## src/rtl/core/slcp_pkg.sv

```systemverilog
package slcp_pkg;

	// command bytes
	localparam logic [7:0] CMD_CHIP_LAST   = 8'h08;
	localparam logic [7:0] CMD_PSG         = 8'h10;
	localparam logic [7:0] CMD_DCSG        = 8'h11;
	localparam logic [7:0] CMD_SKIP1_FIRST = 8'h12;
	localparam logic [7:0] CMD_SKIP1_LAST  = 8'h1F;
	localparam logic [7:0] CMD_SKIP2_FIRST = 8'h80;
	localparam logic [7:0] CMD_END         = 8'hFC;
	localparam logic [7:0] CMD_LOOP        = 8'hFD;
	localparam logic [7:0] CMD_VWAIT       = 8'hFE;
	localparam logic [7:0] CMD_SYNC        = 8'hFF;

	// result kinds
	localparam logic [2:0] KIND_REG  = 3'd0;
	localparam logic [2:0] KIND_DATA = 3'd1;
	localparam logic [2:0] KIND_WAIT = 3'd2;
	localparam logic [2:0] KIND_SEEK = 3'd3;
	localparam logic [2:0] KIND_END  = 3'd4;

	localparam logic [3:0] CHIP_PSG  = 4'd9;
	localparam logic [3:0] CHIP_DCSG = 4'd10;

	// configuration register indexes
	localparam logic [1:0] REG_TIMER_NUM = 2'd0;
	localparam logic [1:0] REG_TIMER_DEN = 2'd1;
	localparam logic [1:0] REG_LOOP_OFS  = 2'd2;

	localparam logic [31:0] PAL_DENOM  = 32'd198;
	localparam logic [31:0] WAIT_NTSC  = 32'd441;
	localparam logic [31:0] WAIT_PAL   = 32'd882;
	// floor(x/10) == (x * RECIP_TEN) >> RECIP_SHIFT for every 32-bit x
	localparam logic [31:0] RECIP_TEN  = 32'hCCCCCCCD;
	localparam int          RECIP_SHIFT = 35;
	// x*441/10 == x*44 + x/10 (441 = 44*10 + 1)
	localparam logic [41:0] VWAIT_WHOLE = 42'd44;

	typedef enum logic [2:0] {
		PH_CMD,
		PH_ADDR,
		PH_DATA,
		PH_DCSG,
		PH_COUNT,
		PH_SKIP
	} phase_t;

	typedef struct packed {
		logic [2:0]  kind;
		logic [3:0]  chip;
		logic [7:0]  addr;
		logic [7:0]  value;
		logic [31:0] count;
		logic        var_wait;
		logic [31:0] seek;
	} event_t;

endpackage

```

## src/rtl/core/sound_log_command_parser_top.sv

```systemverilog
// Command parser for a chip-register sound log. One stream byte is taken per
// cycle while stream_stall is low; each complete command yields at most one
// result beat: register write, data write, flush-and-wait (in 44.1 kHz
// samples), seek to the loop offset, or end. Results pass through ev_s1,
// ev_s2 (after the shared 32x32 wait-count multiplier) and ev_s3; a held
// result_stall backs up to the input. After the end command every byte is
// swallowed until reset. Timer and loop registers are written by the user
// through cfg_we/cfg_index/cfg_data while idle; the block does not enforce it.
module sound_log_command_parser_top (
	input  logic        clk,
	input  logic        arst_n,
	input  logic        cfg_we,
	input  logic [1:0]  cfg_index,
	input  logic [31:0] cfg_data,
	input  logic        stream_valid,
	output logic        stream_stall,
	input  logic [7:0]  stream_byte,
	output logic        result_valid,
	input  logic        result_stall,
	output logic [2:0]  result_kind,
	output logic [3:0]  chip_id,
	output logic        chip_port,
	output logic [7:0]  reg_address,
	output logic [7:0]  reg_value,
	output logic [41:0] wait_samples,
	output logic [31:0] seek_offset
);
	import slcp_pkg::*;

	logic [31:0] timer_num_q, timer_den_q, loop_ofs_q;
	logic        pal;
	logic        accept, adv_s1, ev_valid_s1;
	event_t      ev_s1;

	always_ff @(posedge clk or negedge arst_n) begin
		if (!arst_n) begin
			timer_num_q <= 32'd0;
			timer_den_q <= 32'd0;
			loop_ofs_q  <= 32'd0;
		end else if (cfg_we) begin
			case (cfg_index)
				REG_TIMER_NUM: timer_num_q <= cfg_data;
				REG_TIMER_DEN: timer_den_q <= cfg_data;
				REG_LOOP_OFS:  loop_ofs_q  <= cfg_data;
				default: ;
			endcase
		end
	end

	assign pal          = (timer_num_q != 32'd0) && (timer_den_q == PAL_DENOM);
	assign stream_stall = !adv_s1;
	assign accept       = stream_valid && adv_s1;

	slcp_parser u_parser (
		.clk         (clk),
		.arst_n      (arst_n),
		.accept      (accept),
		.adv         (adv_s1),
		.stream_byte (stream_byte),
		.loop_offset (loop_ofs_q),
		.ev_valid_s1 (ev_valid_s1),
		.ev_s1       (ev_s1)
	);

	slcp_wait_pipe u_wait (
		.clk          (clk),
		.arst_n       (arst_n),
		.ev_valid_s1  (ev_valid_s1),
		.ev_s1        (ev_s1),
		.pal          (pal),
		.adv_s1       (adv_s1),
		.result_valid (result_valid),
		.result_stall (result_stall),
		.result_kind  (result_kind),
		.chip_id      (chip_id),
		.chip_port    (chip_port),
		.reg_address  (reg_address),
		.reg_value    (reg_value),
		.wait_samples (wait_samples),
		.seek_offset  (seek_offset)
	);

	// end is the last beat ever produced
	a_end_last: assert property (@(posedge clk) disable iff (!arst_n)
		result_valid && !result_stall && result_kind == KIND_END |=> !result_valid)
		else $error("result after end beat");

	// input only backs up when the first stage holds an event
	a_stall_full: assert property (@(posedge clk) disable iff (!arst_n)
		stream_stall |-> ev_valid_s1)
		else $error("input stalled with empty first stage");

	a_wait_zero: assert property (@(posedge clk) disable iff (!arst_n)
		result_valid && result_kind != KIND_WAIT |-> wait_samples == 42'd0)
		else $error("wait count on non-wait beat");

	a_seek_loop: assert property (@(posedge clk) disable iff (!arst_n)
		result_valid && result_kind == KIND_SEEK |-> seek_offset == loop_ofs_q)
		else $error("seek offset differs from loop register");

endmodule

```

## src/rtl/core/slcp_parser.sv

```systemverilog
module slcp_parser (
	input  logic                  clk,
	input  logic                  arst_n,
	input  logic                  accept,
	input  logic                  adv,
	input  logic [7:0]            stream_byte,
	input  logic [31:0]           loop_offset,
	output logic                  ev_valid_s1,
	output slcp_pkg::event_t      ev_s1
);
	import slcp_pkg::*;

	phase_t      phase_q, phase_d;
	logic [7:0]  cmd_q, cmd_d;
	logic [7:0]  addr_q, addr_d;
	logic [1:0]  skip_q, skip_d;
	logic [31:0] acc_q, acc_d;
	logic [2:0]  grp_q, grp_d;
	logic        stop_q, stop_d;
	logic [31:0] part;
	logic        emit;
	event_t      ev;

	// place the 7-bit group; the fifth group keeps only what fits in 32 bits
	always_comb begin
		case (grp_q)
			3'd0: part = {25'b0, stream_byte[6:0]};
			3'd1: part = {18'b0, stream_byte[6:0], 7'b0};
			3'd2: part = {11'b0, stream_byte[6:0], 14'b0};
			3'd3: part = {4'b0, stream_byte[6:0], 21'b0};
			default: part = {stream_byte[3:0], 28'b0};
		endcase
	end

	always_comb begin
		phase_d = phase_q;
		cmd_d   = cmd_q;
		addr_d  = addr_q;
		skip_d  = skip_q;
		acc_d   = acc_q;
		grp_d   = grp_q;
		stop_d  = stop_q;
		emit    = 1'b0;
		ev      = '0;
		if (!stop_q) begin
			case (phase_q)
				PH_ADDR: begin
					addr_d  = stream_byte;
					phase_d = PH_DATA;
				end
				PH_DATA: begin
					phase_d  = PH_CMD;
					emit     = 1'b1;
					ev.kind  = KIND_REG;
					ev.chip  = (cmd_q == CMD_PSG) ? CHIP_PSG : cmd_q[3:0];
					ev.addr  = addr_q;
					ev.value = stream_byte;
				end
				PH_DCSG: begin
					phase_d  = PH_CMD;
					emit     = 1'b1;
					ev.kind  = KIND_DATA;
					ev.chip  = CHIP_DCSG;
					ev.value = stream_byte;
				end
				PH_COUNT: begin
					acc_d = acc_q | part;
					if (!stream_byte[7] || grp_q >= 3'd4) begin
						phase_d     = PH_CMD;
						grp_d       = 3'd0;
						emit        = 1'b1;
						ev.kind     = KIND_WAIT;
						ev.count    = acc_q | part;
						ev.var_wait = (cmd_q == CMD_VWAIT);
					end else begin
						grp_d = grp_q + 3'd1;
					end
				end
				PH_SKIP: begin
					if (skip_q > 2'd1) begin
						skip_d = skip_q - 2'd1;
					end else begin
						skip_d  = 2'd0;
						phase_d = PH_CMD;
					end
				end
				default: begin
					phase_d = PH_CMD;
					cmd_d   = stream_byte;
					if (stream_byte <= CMD_CHIP_LAST || stream_byte == CMD_PSG) begin
						phase_d = PH_ADDR;
					end else if (stream_byte == CMD_DCSG) begin
						phase_d = PH_DCSG;
					end else if (stream_byte == CMD_SYNC || stream_byte == CMD_VWAIT) begin
						acc_d   = 32'd0;
						grp_d   = 3'd0;
						phase_d = PH_COUNT;
					end else if (stream_byte == CMD_LOOP) begin
						if (loop_offset != 32'd0) begin
							emit    = 1'b1;
							ev.kind = KIND_SEEK;
							ev.seek = loop_offset;
						end
					end else if (stream_byte == CMD_END) begin
						stop_d  = 1'b1;
						emit    = 1'b1;
						ev.kind = KIND_END;
					end else if (stream_byte >= CMD_SKIP1_FIRST &&
							stream_byte <= CMD_SKIP1_LAST) begin
						skip_d  = 2'd1;
						phase_d = PH_SKIP;
					end else if (stream_byte >= CMD_SKIP2_FIRST) begin
						skip_d  = 2'd2;
						phase_d = PH_SKIP;
					end
				end
			endcase
		end
	end

	always_ff @(posedge clk or negedge arst_n) begin
		if (!arst_n) begin
			phase_q <= PH_CMD;
			cmd_q   <= 8'd0;
			addr_q  <= 8'd0;
			skip_q  <= 2'd0;
			acc_q   <= 32'd0;
			grp_q   <= 3'd0;
			stop_q  <= 1'b0;
		end else if (accept) begin
			phase_q <= phase_d;
			cmd_q   <= cmd_d;
			addr_q  <= addr_d;
			skip_q  <= skip_d;
			acc_q   <= acc_d;
			grp_q   <= grp_d;
			stop_q  <= stop_d;
		end
	end

	always_ff @(posedge clk or negedge arst_n) begin
		if (!arst_n) begin
			ev_valid_s1 <= 1'b0;
		end else if (adv) begin
			ev_valid_s1 <= accept && emit;
		end
	end

	always_ff @(posedge clk) begin
		if (adv && accept && emit) begin
			ev_s1 <= ev;
		end
	end

endmodule

```

## src/rtl/core/slcp_wait_pipe.sv

```systemverilog
module slcp_wait_pipe (
	input  logic                  clk,
	input  logic                  arst_n,
	input  logic                  ev_valid_s1,
	input  slcp_pkg::event_t      ev_s1,
	input  logic                  pal,
	output logic                  adv_s1,
	output logic                  result_valid,
	input  logic                  result_stall,
	output logic [2:0]            result_kind,
	output logic [3:0]            chip_id,
	output logic                  chip_port,
	output logic [7:0]            reg_address,
	output logic [7:0]            reg_value,
	output logic [41:0]           wait_samples,
	output logic [31:0]           seek_offset
);
	import slcp_pkg::*;

	logic        valid_s2, valid_s3;
	logic        adv_s2, adv_s3;
	event_t      ev_s2, ev_s3;
	logic [63:0] prod_s2;
	logic [41:0] wait_s3;
	logic [31:0] mul_a, mul_b;
	logic [41:0] whole, frac, wait_nx;

	assign adv_s3 = !valid_s3 || !result_stall;
	assign adv_s2 = !valid_s2 || adv_s3;
	assign adv_s1 = !ev_valid_s1 || adv_s2;

	// one shared multiplier: count/10 by reciprocal, or (count+1) * samples per tick
	assign mul_a = ev_s1.var_wait ? ev_s1.count : ev_s1.count + 32'd1;
	assign mul_b = ev_s1.var_wait ? RECIP_TEN : (pal ? WAIT_PAL : WAIT_NTSC);

	assign whole = 42'(ev_s2.count) * VWAIT_WHOLE;
	assign frac  = 42'(prod_s2[63:RECIP_SHIFT]);

	always_comb begin
		if (ev_s2.kind != KIND_WAIT) begin
			wait_nx = 42'd0;
		end else if (ev_s2.var_wait) begin
			wait_nx = whole + frac;
		end else begin
			wait_nx = prod_s2[41:0];
		end
	end

	always_ff @(posedge clk or negedge arst_n) begin
		if (!arst_n) begin
			valid_s2 <= 1'b0;
			valid_s3 <= 1'b0;
		end else begin
			if (adv_s2) begin
				valid_s2 <= ev_valid_s1;
			end
			if (adv_s3) begin
				valid_s3 <= valid_s2;
			end
		end
	end

	always_ff @(posedge clk) begin
		if (adv_s2 && ev_valid_s1) begin
			ev_s2   <= ev_s1;
			prod_s2 <= 64'(mul_a) * 64'(mul_b);
		end
		if (adv_s3 && valid_s2) begin
			ev_s3   <= ev_s2;
			wait_s3 <= wait_nx;
		end
	end

	assign result_valid = valid_s3;
	assign result_kind  = ev_s3.kind;
	assign chip_id      = ev_s3.chip;
	assign chip_port    = 1'b0;
	assign reg_address  = ev_s3.addr;
	assign reg_value    = ev_s3.value;
	assign wait_samples = wait_s3;
	assign seek_offset  = ev_s3.seek;

endmodule
```

## config.mk

```make
export PLATFORM = sky130hd
export DESIGN_NAME = sound_log_command_parser_top
export DESIGN_NICKNAME = d
export VERILOG_FILES = /design/src/rtl/core/slcp_pkg.sv /design/src/rtl/core/sound_log_command_parser_top.sv /design/src/rtl/core/slcp_parser.sv /design/src/rtl/core/slcp_wait_pipe.sv
export SDC_FILE = /design/constraint.sdc
export NUM_CORES = 2
export LEC_CHECK = 0
export BUFFER_PORTS_ARGS = -buffer_cell sky130_fd_sc_hd__clkbuf_2
export CAP_MARGIN = 10
export CORE_MARGIN = 2
export CORE_UTILIZATION = 47
export CTS_CLUSTER_SIZE = 14
export DETAILED_ROUTE_END_ITERATION = 12
export GPL_TIMING_DRIVEN = 1
export PLACE_DENSITY = 0.59
export SYNTH_ARGS = -nofsm -noshare
export SYNTH_HDL_FRONTEND = slang
export SYNTH_SLANG_ARGS = --single-unit
```

## constraint.sdc

```tcl
create_clock -name clk -period 12.25 [get_ports clk]
set_clock_uncertainty 0.1 [all_clocks]
set_input_delay 2.45 -clock clk [delete_from_list [all_inputs] [get_ports clk]]
set_output_delay 2.45 -clock clk [all_outputs]
set_load 0.02 [all_outputs]
```

==> flow_metrics.env <==
export IMPL_layout_drive_gt1_share_pct=9.44
export IMPL_max_stage_delay_ns=0.62
export IMPL_dieArea_mm2=0.100
export IMPL_worstMarginPinSlew_ns=1.09
export IMPL_path_clk_slew_ns=0.06
export IMPL_slowest_stage="buf_4"
export IMPL_clk_latency_ns=0.66
export IMPL_gp_congestion=0.967
export IMPL_setup_violations=0
export IMPL_cp_start_kind="flip-flop"
export IMPL_synth_cell_types=82
export IMPL_diodes=0
export IMPL_r2r_start="u_parser.ev_s1[32]$_SDFFCE_PP0P_"
export IMPL_reg2reg_to="u_wait.prod_s2[63]$_DFFE_PP_"
export IMPL_syn_mean_instance_area_um2=10.9
export IMPL_rsz0062_at_grt="false"
export IMPL_holdPathStages=0
export IMPL_worstPathArrival_ns=11.08
export IMPL_nets=5465
export IMPL_yosysTopAreaCell="fa_1"
export IMPL_async_reset_ff_share_pct=31.6
export IMPL_slew_headroom_pct=27.0
export IMPL_grt_overflow_total=0
export IMPL_path_common_cell="fa_1"
export IMPL_drt_first_pass_iters=5
export IMPL_start_util_pct=47.5
export IMPL_num_rows=114
export IMPL_min_delay_start="u_wait.ev_s2[77]$_DFFE_PP_"
export IMPL_synthTopCellsByArea="fa_1, edfxtp_1, ha_1, dfrtp_1, inv_1"
export IMPL_vias=29800
export IMPL_ys_top_cells_by_count="inv_1, fa_1, ha_1"
export IMPL_finalHoldViolations=0
export IMPL_pin_count=147
export IMPL_grt_pass1_wl_um=191000
export IMPL_timing_fmax_ghz=0.0926
export IMPL_worstSetupEndpointType="flip-flop"
export IMPL_cts_tree="yes"
export IMPL_cts_hold_buf=0
export IMPL_synth_top_cell_area_share_pct=25.7
export IMPL_grt_pass1_vias=30600
export IMPL_holdPathEnd="u_wait.reg_address[4]$_DFFE_PP_"
export IMPL_drt_iter0_drc=2377
export IMPL_cts_sinks=493
export IMPL_ys_seq_area_share_pct=30.5
export IMPL_grtUsageTotal_pct=25.6
export IMPL_fp_dieW_um=317
export IMPL_clockBufferDepth=3
export IMPL_syn_inst=4230
export IMPL_postLayoutCoreUtil_pct=51.4
export IMPL_htreeDepth=2
export IMPL_drc=0
export IMPL_routedWlPerCell_um=22.0
export IMPL_cts_root_buf="clkbuf_16"
export IMPL_synth_warnings=0
export IMPL_period_share_pct=88.2
export IMPL_fin_crit_ns=10.80
export IMPL_vias_per_cell=5.26
export IMPL_ys_seq_elements=493
export IMPL_synth_edf_count=337
export IMPL_drv_cap=0
export IMPL_antenna_found_initial=1
export IMPL_hpwl_um=104000
export IMPL_rr_worst_depth=34
export IMPL_critPathKind="flip-flop to flip-flop"
export IMPL_final_antenna_net_count=0
export IMPL_hp_class="flip-flop to flip-flop"
export IMPL_synth_nets=5353
export IMPL_numCtsBuffers=51
export IMPL_status="completed"
export IMPL_yosysMostFrequentCell="inv_1"
export IMPL_areaGrowthSynthToFinish_pct=8.33
export IMPL_drt_total_wl_um=124000
export IMPL_ys_flop_type="edfxtp_1"
export IMPL_cts_setup_buffers=0
export IMPL_syn_area_mm2=0.0459
export IMPL_tns_ns=0
export IMPL_core_mm2=0.0967
export IMPL_die_h_um=317
export IMPL_portBuffers=145
export IMPL_cp_required_ns=12.52
export IMPL_worstPathMaxFanout=77
export IMPL_nFillCells=8753
export IMPL_regToRegSetupSlack_ns=1.45
export IMPL_slew_violations=0
export IMPL_cts_resized=0
export IMPL_grt_start_max_net_pins=109
state kept, by name, indices dropped and copies added (netlist names), 32 cells and up:
register / flops
u_wait.wait_samples: 42
u_parser.acc_q: 32
timer_den_q: 32
u_wait.prod_s2: 64
u_wait.ev_s2: 88
u_wait.seek_offset: 32
timer_num_q: 32
loop_ofs_q: 32
u_parser.ev_s1: 88
critical path: cells and delay by family, from the launching register on:
kind                     cells  cell delay, ns
XOR/XNOR                     2            0.19
flip-flops                   1            0.35
AND/OR/NAND/NOR              8            1.96
buffers and inverters        8            1.54
AO/OA/AOI/OAI                7            2.00
adder cells (fa/ha/maj)      9            4.36
kinds of logic (layout without fill, tap and decap cells):
family	Yosys count	after routing	synth area share [%]
buffers and inverters	1088	1242	8.91
flip-flops	493	493	30.5
AO/OA/AOI/OAI	530	530	7.27
XOR/XNOR	157	157	3.01
multiplexers	138	138	3.31
other	1	1	0.00816
AND/OR/NAND/NOR	747	747	8.00
adder cells (fa/ha/maj)	1076	1076	39.0
layout make-up:
type | instances | area (um2) | share of cell area (%)
inverters | 979 | 3670 | 7.39
flip-flops and latches | 493 | 14000 | 28.2
clock buffers | 64 | 1390 | 2.79
repair buffers | 168 | 905 | 1.82
multi-input cells | 2649 | 27900 | 56.0
clock inverters | 31 | 303 | 0.609
well taps | 1276 | 1600 | 3.21
how the worst max path moves through the flow:
stage	startpoint	endpoint	slack, ns	cells past startpoint
CTS	u_parser.ev_s1[32]$_SDFFCE_PP0P_	u_wait.prod_s2[63]$_DFFE_PP_	1.48	34
global placement	u_parser.ev_s1[32]$_SDFFCE_PP0P_	u_wait.prod_s2[63]$_DFFE_PP_	1.63	35
floorplan	result_stall	u_wait.chip_id[0]$_DFFE_PP_	2.00	1
global route	u_parser.ev_s1[32]$_SDFFCE_PP0P_	u_wait.prod_s2[63]$_DFFE_PP_	0.85	34
detailed placement	u_parser.ev_s1[32]$_SDFFCE_PP0P_	u_wait.prod_s2[63]$_DFFE_PP_	1.55	34
finish	u_parser.ev_s1[32]$_SDFFCE_PP0P_	u_wait.prod_s2[63]$_DFFE_PP_	1.45	34
cell usage in the layout, fill, tap and decap left out, types with 52 or more instances in the layout:
cell type	instances
a21oi_1	198
nand2_1	148
o21ai_0	69
a21o_1	82
xnor2_1	92
clkbuf_16	52
inv_1	978
clkbuf_2	144
ha_1	486
edfxtp_1	337
xor2_1	64
dfrtp_1	156
nor2_1	245
mux2_2	112
fa_1	590
and2_1	76
stage by stage:
| stage | worst slack [ns] | cells | instance area (um2) | hold WS [ns] |
|---|---|---|---|---|
| 2_1_floorplan | 2.00 | 4230 | 45900 | 0.300 |
| 3_3_place_gp | 1.63 | 5565 | 48100 | 0.301 |
| 3_5_place_dp | 1.55 | 5565 | 48100 | 0.305 |
| 4_1_cts | 1.48 | 5660 | 49800 | 0.260 |
| 5_1_grt | 0.851 | 5660 | 49800 | 0.278 |
| 6_report | 1.45 | 5660 | 49800 | 0.272 |
layer usage:
metal  wire length [um]  global-route usage (%)
met1              58400                    38.2
met2              55000                    39.4
met3               7980                    4.32
met4               2820                    5.78
met5                  0                       0
Power is left out: the tool's default activity adds up to more than one toggle a clock period on the data nets, which glitch-free logic cannot reach.
